## src/sv/monthly_temperature_statistics_top_macros.svh

```systemverilog
// ----------------------------------------------------------------------------
// monthly temperature statistics assertion macros
// shared property forms for the checks at the end of the top level
// ----------------------------------------------------------------------------
`ifndef MONTHLY_TEMPERATURE_STATISTICS_TOP_MACROS_SVH
`define MONTHLY_TEMPERATURE_STATISTICS_TOP_MACROS_SVH

// same-cycle implication
`define MTS_ASSERT_IMP(label, a, b) \
    label: assert property (@(posedge clk) disable iff (!rst_n) (a) |-> (b)) \
        else $error("mts same-cycle check failed");

// next-cycle implication
`define MTS_ASSERT_NXT(label, a, b) \
    label: assert property (@(posedge clk) disable iff (!rst_n) (a) |=> (b)) \
        else $error("mts next-cycle check failed");

`endif

```

## src/sv/mts_pkg.sv

```systemverilog
// ----------------------------------------------------------------------------
// mts_pkg
// types and constants shared by the monthly temperature statistics block
// ----------------------------------------------------------------------------
`default_nettype none

package mts_pkg;

    localparam int NUM_BINS  = 13;
    localparam int BIN_IDX_W = 4;
    localparam int ACT_W     = 2;
    localparam int MONTH_W   = 4;
    localparam int TEMP_W    = 8;
    localparam int CNT_W     = 21;
    localparam int SUM_W     = 28;
    localparam int LIMIT_W   = 25;

    localparam logic [LIMIT_W-1:0] MAX_SAMPLES = 25'd1048576;

    localparam logic [ACT_W-1:0] ACT_ADD   = 2'd0;
    localparam logic [ACT_W-1:0] ACT_QUERY = 2'd1;
    localparam logic [ACT_W-1:0] ACT_CLEAR = 2'd2;

    localparam logic [MONTH_W-1:0] MONTH_FIRST = 4'd1;
    localparam logic [MONTH_W-1:0] MONTH_LAST  = 4'd12;
    localparam logic [MONTH_W-1:0] YEAR_BIN    = 4'd0;

    localparam logic signed [TEMP_W-1:0] TEMP_HI = 8'sd99;
    localparam logic signed [TEMP_W-1:0] TEMP_LO = -8'sd99;

    typedef struct packed {
        logic [ACT_W-1:0]          action;
        logic [MONTH_W-1:0]        month;
        logic signed [TEMP_W-1:0]  temperature;
    } req_word_t;

    typedef struct packed {
        logic                      accepted;
        logic                      has_data;
        logic [CNT_W-1:0]          sample_count;
        logic signed [SUM_W-1:0]   sample_sum;
        logic signed [TEMP_W-1:0]  min_temp;
        logic signed [TEMP_W-1:0]  max_temp;
    } rsp_word_t;

    typedef struct packed {
        logic load;
        logic exec;
    } mts_cmd_t;

endpackage

`default_nettype wire

```

## src/sv/mts_ctrl.sv

```systemverilog
// ----------------------------------------------------------------------------
// mts_ctrl
// controller: takes a request word, runs it through the datapath once the
// response register is free, and tracks response valid
// ----------------------------------------------------------------------------
`default_nettype none

module mts_ctrl (
    input  wire logic          clk,
    input  wire logic          rst_n,
    input  wire logic          req_valid,
    output logic               req_stall,
    output logic               rsp_valid,
    input  wire logic          rsp_stall,
    output mts_pkg::mts_cmd_t  cmd
);
    import mts_pkg::*;

    localparam logic ST_IDLE = 1'b0;
    localparam logic ST_EXEC = 1'b1;

    logic state_reg;
    logic state_next;
    logic rsp_valid_reg;
    logic rsp_valid_next;
    logic slot_free;

    always_comb
    begin
        slot_free      = !rsp_valid_reg || !rsp_stall;
        cmd.load       = (state_reg == ST_IDLE) && req_valid;
        cmd.exec       = (state_reg == ST_EXEC) && slot_free;
        state_next     = state_reg;
        rsp_valid_next = rsp_valid_reg && rsp_stall;
        unique case (state_reg)
            ST_IDLE:
            begin
                if (cmd.load)
                begin
                    state_next = ST_EXEC;
                end
            end
            ST_EXEC:
            begin
                if (cmd.exec)
                begin
                    state_next     = ST_IDLE;
                    rsp_valid_next = 1'b1;
                end
            end
            default:
            begin
                state_next = ST_IDLE;
            end
        endcase
    end

    always_ff @(posedge clk or negedge rst_n)
    begin
        if (!rst_n)
        begin
            state_reg     <= ST_IDLE;
            rsp_valid_reg <= 1'b0;
        end
        else
        begin
            state_reg     <= state_next;
            rsp_valid_reg <= rsp_valid_next;
        end
    end

    assign req_stall = (state_reg != ST_IDLE);
    assign rsp_valid = rsp_valid_reg;

endmodule

`default_nettype wire

```

## src/sv/mts_datapath.sv

```systemverilog
// ----------------------------------------------------------------------------
// mts_datapath
// request register, the thirteen statistics bins and the response register
// ----------------------------------------------------------------------------
`default_nettype none

module mts_datapath (
    input  wire logic              clk,
    input  wire logic              rst_n,
    input  wire mts_pkg::mts_cmd_t cmd,
    input  wire mts_pkg::req_word_t req,
    output mts_pkg::rsp_word_t     rsp
);
    import mts_pkg::*;

    req_word_t                 item_reg;
    rsp_word_t                 rsp_reg;
    rsp_word_t                 rsp_next;

    logic [CNT_W-1:0]          cnt_reg  [NUM_BINS];
    logic [CNT_W-1:0]          cnt_next [NUM_BINS];
    logic signed [SUM_W-1:0]   sum_reg  [NUM_BINS];
    logic signed [SUM_W-1:0]   sum_next [NUM_BINS];
    logic signed [TEMP_W-1:0]  min_reg  [NUM_BINS];
    logic signed [TEMP_W-1:0]  min_next [NUM_BINS];
    logic signed [TEMP_W-1:0]  max_reg  [NUM_BINS];
    logic signed [TEMP_W-1:0]  max_next [NUM_BINS];

    logic signed [TEMP_W-1:0]  temp;
    logic signed [SUM_W-1:0]   temp_ext;
    logic                      is_add;
    logic                      is_query;
    logic                      is_clear;
    logic                      month_ok;
    logic                      temp_ok;
    logic                      room;
    logic                      add_ok;
    logic                      query_ok;
    logic [BIN_IDX_W-1:0]      rd_idx;

    always_comb
    begin
        temp     = item_reg.temperature;
        temp_ext = {{(SUM_W-TEMP_W){temp[TEMP_W-1]}}, temp};
        is_add   = (item_reg.action == ACT_ADD);
        is_query = (item_reg.action == ACT_QUERY);
        is_clear = (item_reg.action == ACT_CLEAR);
        month_ok = (item_reg.month >= MONTH_FIRST) && (item_reg.month <= MONTH_LAST);
        temp_ok  = (temp >= TEMP_LO) && (temp <= TEMP_HI);
        room     = ({{(LIMIT_W-CNT_W){1'b0}}, cnt_reg[0]} < MAX_SAMPLES);
        add_ok   = is_add && month_ok && temp_ok && room;
        query_ok = is_query && (item_reg.month <= MONTH_LAST);
        rd_idx   = query_ok ? item_reg.month : YEAR_BIN;

        rsp_next          = '0;
        rsp_next.accepted = add_ok || query_ok || is_clear;
        if (query_ok)
        begin
            rsp_next.has_data     = (cnt_reg[rd_idx] != '0);
            rsp_next.sample_count = cnt_reg[rd_idx];
            rsp_next.sample_sum   = sum_reg[rd_idx];
            rsp_next.min_temp     = min_reg[rd_idx];
            rsp_next.max_temp     = max_reg[rd_idx];
        end
    end

    always_comb
    begin
        for (int b = 0; b < NUM_BINS; b++)
        begin
            cnt_next[b] = cnt_reg[b];
            sum_next[b] = sum_reg[b];
            min_next[b] = min_reg[b];
            max_next[b] = max_reg[b];
            if (cmd.exec && is_clear)
            begin
                cnt_next[b] = '0;
                sum_next[b] = '0;
                min_next[b] = TEMP_HI;
                max_next[b] = TEMP_LO;
            end
            else if (cmd.exec && add_ok
                     && (b == 0 || BIN_IDX_W'(b) == item_reg.month))
            begin
                cnt_next[b] = cnt_reg[b] + CNT_W'(1);
                sum_next[b] = sum_reg[b] + temp_ext;
                if (temp < min_reg[b])
                begin
                    min_next[b] = temp;
                end
                if (temp > max_reg[b])
                begin
                    max_next[b] = temp;
                end
            end
        end
    end

    always_ff @(posedge clk or negedge rst_n)
    begin
        if (!rst_n)
        begin
            for (int b = 0; b < NUM_BINS; b++)
            begin
                cnt_reg[b] <= '0;
                sum_reg[b] <= '0;
                min_reg[b] <= TEMP_HI;
                max_reg[b] <= TEMP_LO;
            end
        end
        else
        begin
            for (int b = 0; b < NUM_BINS; b++)
            begin
                cnt_reg[b] <= cnt_next[b];
                sum_reg[b] <= sum_next[b];
                min_reg[b] <= min_next[b];
                max_reg[b] <= max_next[b];
            end
        end
    end

    always_ff @(posedge clk)
    begin
        if (cmd.load)
        begin
            item_reg <= req;
        end
        if (cmd.exec)
        begin
            rsp_reg <= rsp_next;
        end
    end

    assign rsp = rsp_reg;

endmodule

`default_nettype wire

```

## src/sv/monthly_temperature_statistics_top.sv

```systemverilog
// ----------------------------------------------------------------------------
// monthly_temperature_statistics_top
// Running count, sum, minimum and maximum over thirteen bins: bin 0 is the
// whole year, bins 1 to 12 the months. An add word updates the year bin and
// its month bin, a query word reads one bin, a clear word empties all bins.
// Every request word gives exactly one response word. A word is handled by
// first registering the request, then, once the response register is free,
// updating the bins and loading the response register. No new request is
// taken until that update is done, but the next request is taken while a
// response still waits.
// ----------------------------------------------------------------------------
`default_nettype none

`include "monthly_temperature_statistics_top_macros.svh"

module monthly_temperature_statistics_top (
    input  wire logic               clk,
    input  wire logic               rst_n,
    input  wire logic               req_valid,
    output logic                    req_stall,
    input  wire mts_pkg::req_word_t req,
    output logic                    rsp_valid,
    input  wire logic               rsp_stall,
    output mts_pkg::rsp_word_t      rsp
);
    import mts_pkg::*;

    mts_cmd_t cmd;

    mts_ctrl u_ctrl (
        .clk       (clk),
        .rst_n     (rst_n),
        .req_valid (req_valid),
        .req_stall (req_stall),
        .rsp_valid (rsp_valid),
        .rsp_stall (rsp_stall),
        .cmd       (cmd)
    );

    mts_datapath u_datapath (
        .clk   (clk),
        .rst_n (rst_n),
        .cmd   (cmd),
        .req   (req),
        .rsp   (rsp)
    );

    `MTS_ASSERT_IMP(a_cmd_exclusive, cmd.load, !cmd.exec)
    `MTS_ASSERT_NXT(a_load_then_busy, cmd.load, req_stall)
    `MTS_ASSERT_NXT(a_exec_then_rsp, cmd.exec, rsp_valid && !req_stall)

endmodule

`default_nettype wire

```

## config.mk

```make
export PLATFORM = sky130hd
export DESIGN_NAME = monthly_temperature_statistics_top
export DESIGN_NICKNAME = d
export VERILOG_FILES = /design/src/sv/mts_pkg.sv /design/src/sv/mts_ctrl.sv /design/src/sv/mts_datapath.sv /design/src/sv/monthly_temperature_statistics_top.sv
export VERILOG_INCLUDE_DIRS = /design/src /design/src/sv
export SDC_FILE = /design/constraint.sdc
export NUM_CORES = 2
export LEC_CHECK = 0
export BUFFER_PORTS_ARGS = -buffer_cell sky130_fd_sc_hd__clkbuf_2
export CAP_MARGIN = 20
export CORE_MARGIN = 5
export CORE_UTILIZATION = 50
export CTS_BUF_LIST = sky130_fd_sc_hd__clkbuf_16
export DETAILED_ROUTE_END_ITERATION = 10
export PLACE_DENSITY_LB_ADDON = 0.25
export SYNTH_ARGS = -nofsm -noshare
export SYNTH_HDL_FRONTEND = slang
export SYNTH_SLANG_ARGS = --single-unit
```

## constraint.sdc

```tcl
create_clock -name clk -period 22.8 [get_ports clk]
set_clock_uncertainty 0.1 [all_clocks]
set_input_delay 4.56 -clock clk [delete_from_list [all_inputs] [get_ports clk]]
set_output_delay 4.56 -clock clk [all_outputs]
set_load 0.01 [all_outputs]
```

==> metrics.txt <==
status finished clean; Core Area 130000 sq um; gpl congestion 0.901; Worst Min Path Start u_datapath.sum_reg[307]; DPL Wire Length 134000 um; clock buffer depth 3; Seq/Total Area, Yosys 36.3%; Antenna Nets Post-Route 0; DRT Pass-1 Iters 5; number of fill cells in the layout 12000; final slew viol count 0; peak supply drop between 0.06 and 0.07 mV; Async SR Flop Fraction just over 90%; clock power share 36.4%; hold buffers post-CTS 0; Non-Filler Instances 9320; Crit Path Category in2reg; Avg Inst Size Synth 8.59 sq um; R2R depth 10; Post-Synthesis Cells 7621; Synth Flop Type dfrtp_1; Initial Util about half; sw frac between 30% and 40%; Via density 6.18; Peak Freq 0.122 GHz; vias in the first global route roughly 55000; required time of the critical path 23.31 ns; Critical Path Start Type input port; nets@finish 8079; proportion of layout cells with a drive suffix above 1 7.44%; total I/O pin count 87; final worst slack roughly 15 ns; per-cell routed wire length ~21 um; Port Buf Inserts 86; P&R area growth vs syn 8.16%; post-cts resize count 0; Buf/Inv on CP 4; chip height 372 um; Synthesis Warnings 0; Largest stage delay, worst path 0.70 ns; fin crit period 8.21 ns; Sequential Power Share around two fifths; CTS buffer count 107; full die area 138000 sq um; internal power 3.20 mW; maxcap violations 0; Reg2Reg Capture Point u_datapath.min_reg[67]; Crit path top cell by count buf_4; PwrDens 67.5 nW/um^2; via count 57600; Post-synth EDFFs 81; max FFs per register 364; clock sinks 928; switching power 1.57 mW; Crit path max-delay family buffers and inverters; LEAKAGE 33.1 nW; number of synthesized register bits 928; initial antenna violation count 6; worst slack, placed about 14 ns; Routed WL between 150000 and 200000 um; GRT Residual Overflow 0; TritonCTS clock tree built; Fin Hold WS 0.377 ns; # DRC 0; Fin. Hold Viols 0; Root Buffer clkbuf_16; ant diodes 0; worst-margin pin slew between 1 and 1.5 ns; Worst-Skew Late Latency 0.75 ns; most common cell in the netlist nand2_1; GR Util All Layers 28.4%; Setup TNS 0 ns; Post-CTS Setup Bufs 0; largest net degree at the start of global routing 188; critical path fanouts, max 70; placed cell count 9119; logic gate share of total power a little under a quarter; Hold/Removal Path Class reg2reg; Die X 372 um; first-pass GRT wire length ~310000 um; reg-to-reg setup timing slack 17.31 ns; top cells by count, synth nand2_1 (881), dfrtp_1 (730), nor2_1 (606), nand3_1 (605), ha_1 (559); Mapped Area between 60000 and 70000 sq um; hold endpoint u_datapath.sum_reg[307]; top cell type's share of synthesized area 27.9%; RR Startpoint u_datapath.item_reg[8]; synth unique cells 99; Clock Pin Slew Worst Setup and Hold Paths 0.06 ns; H-tree levels 3; First DRT Iteration DRCs 5430; Synth area leader dfrtp_1; cell at the slowest stage of the critical path buf_4; top post-synthesis cells by area dfrtp_1 (28%), ha_1 (11%), nand2_1 (5.1%); row cnt 132; WP data arrival approximately 8.7 ns; CP Capture Type flip-flop; crit-path cells clkbuf_2 > nand2_1 > and2_4 > nor3b_4 > buf_4 > buf_4 > buf_4 > o2111ai_1 > nor3_1 > nand3_1 > xor2_1 > nor2_1; hold path cells 1; headroom to the max-slew limit 20.5%; RSZ-0062 raised after global routing false; syn_nets 8211; period utilisation layout about 36%; final setup vio count 0
area by class of cell:
cell class                 instances  area (sq um)  share of cell area, %
multi-input combinational       6004         39200                   55.3
sequential                       928         23800                   33.6
clock buffer                     107          2680                   3.78
tap                             1742          2180                   3.08
timing repair buffer             175          1190                   1.68
inverter                         273          1020                   1.45
clock inverter                    91           792                   1.12
worst reg2reg max path, cell delays in order, from the launching register on:
cell,delay (ns)
edfxtp_1,0.37
buf_12,0.58
nor2_1,0.49
a211o_1,0.36
nor3_2,0.28
and2_2,0.66
nand3_2,0.80
buf_4,0.51
a21oi_1,0.84
mux2i_1,0.28
nor2_1,0.06
routing by layer:
layer	vias up	GRT usage, %	wire length [um]
met3	396	3.92	12900
met2	1885	44.5	88600
met4	4	11.2	8900
li1	27200	-	-
met5	-	0	34
met1	28000	39.9	89300
cell usage in the layout, fill, tap and decap left out, drive strengths merged, types with 14 or more instances in the layout:
cell type,netlist,final
nor2,613,613
ha,559,559
nor2b,64,64
or3,50,50
a21o,188,188
o221ai,76,76
mux2i,137,137
a32oi,21,21
and4,29,29
buf,123,90
o31ai,43,43
o211ai,169,169
xor2,309,309
o2111ai,14,14
xnor2,193,193
nor3,63,63
a21oi,462,462
o21a,69,69
nor4,20,20
o22ai,68,68
nand2,881,881
and3,99,99
clkinv,1,46
clkbuf,293,192
inv,272,299
nand2b,99,99
dfrtp,730,730
o21bai,72,72
a211oi,48,48
a2111oi,14,14
o21ai,548,548
or2,14,14
nand3,613,613
a311o,26,26
a31oi,161,161
and2,49,49
edfxtp,81,81
dfstp,117,117
nand4,80,80
stage by stage:
step / cell area, sq um / power [mW] / utilization, %
5_1_grt: 70800 / 5.01 / 54.5
3_5_place_dp: 67300 / 3.04 / 51.8
6_report: 70800 / 4.78 / 54.5
3_3_place_gp: 67300 / 3.02 / 51.8
4_1_cts: 70800 / 4.79 / 54.5
2_1_floorplan: 65500 / 2.70 / -
worst max-delay path by stage:
stage                  startpoint  depth (start not counted)                      to  slack [ns]
3_5_place_dp            rsp_stall                         12  u_datapath.cnt_reg[18]       13.92
2_1_floorplan  u_datapath.temp[7]                         14  u_datapath.cnt_reg[40]       13.54
3_3_place_gp            rsp_stall                         12  u_datapath.cnt_reg[20]       13.99
5_1_grt                 rsp_stall                         12  u_datapath.cnt_reg[18]       14.31
6_report                rsp_stall                         12  u_datapath.cnt_reg[18]       14.59
4_1_cts                 rsp_stall                         12  u_datapath.cnt_reg[18]       14.72
logic make-up (layout without fill, tap and decap cells):
family | count (synthesis) | after routing | synth area share (%)
and+or+nand+nor | 2712 | 2712 | 19.3
muxes | 148 | 148 | 2.30
adders and majority gates | 572 | 572 | 11.1
buffers and inverters | 689 | 646 | 4.08
DFF | 928 | 928 | 36.3
xor gates and xnor gates | 502 | 502 | 6.72
AOI/OAI and AO/OA | 2070 | 2070 | 20.2
power groups by stage:
stage,sequential [mW],combinational (mW),clock (mW)
6_report,1.91,1.13,1.74
4_1_cts,1.91,1.12,1.77
2_1_floorplan,1.93,0.770,0
3_3_place_gp,1.93,1.08,0
5_1_grt,1.92,1.25,1.84
3_5_place_dp,1.93,1.11,0
Note: power is estimated with default switching activity, not from simulation.
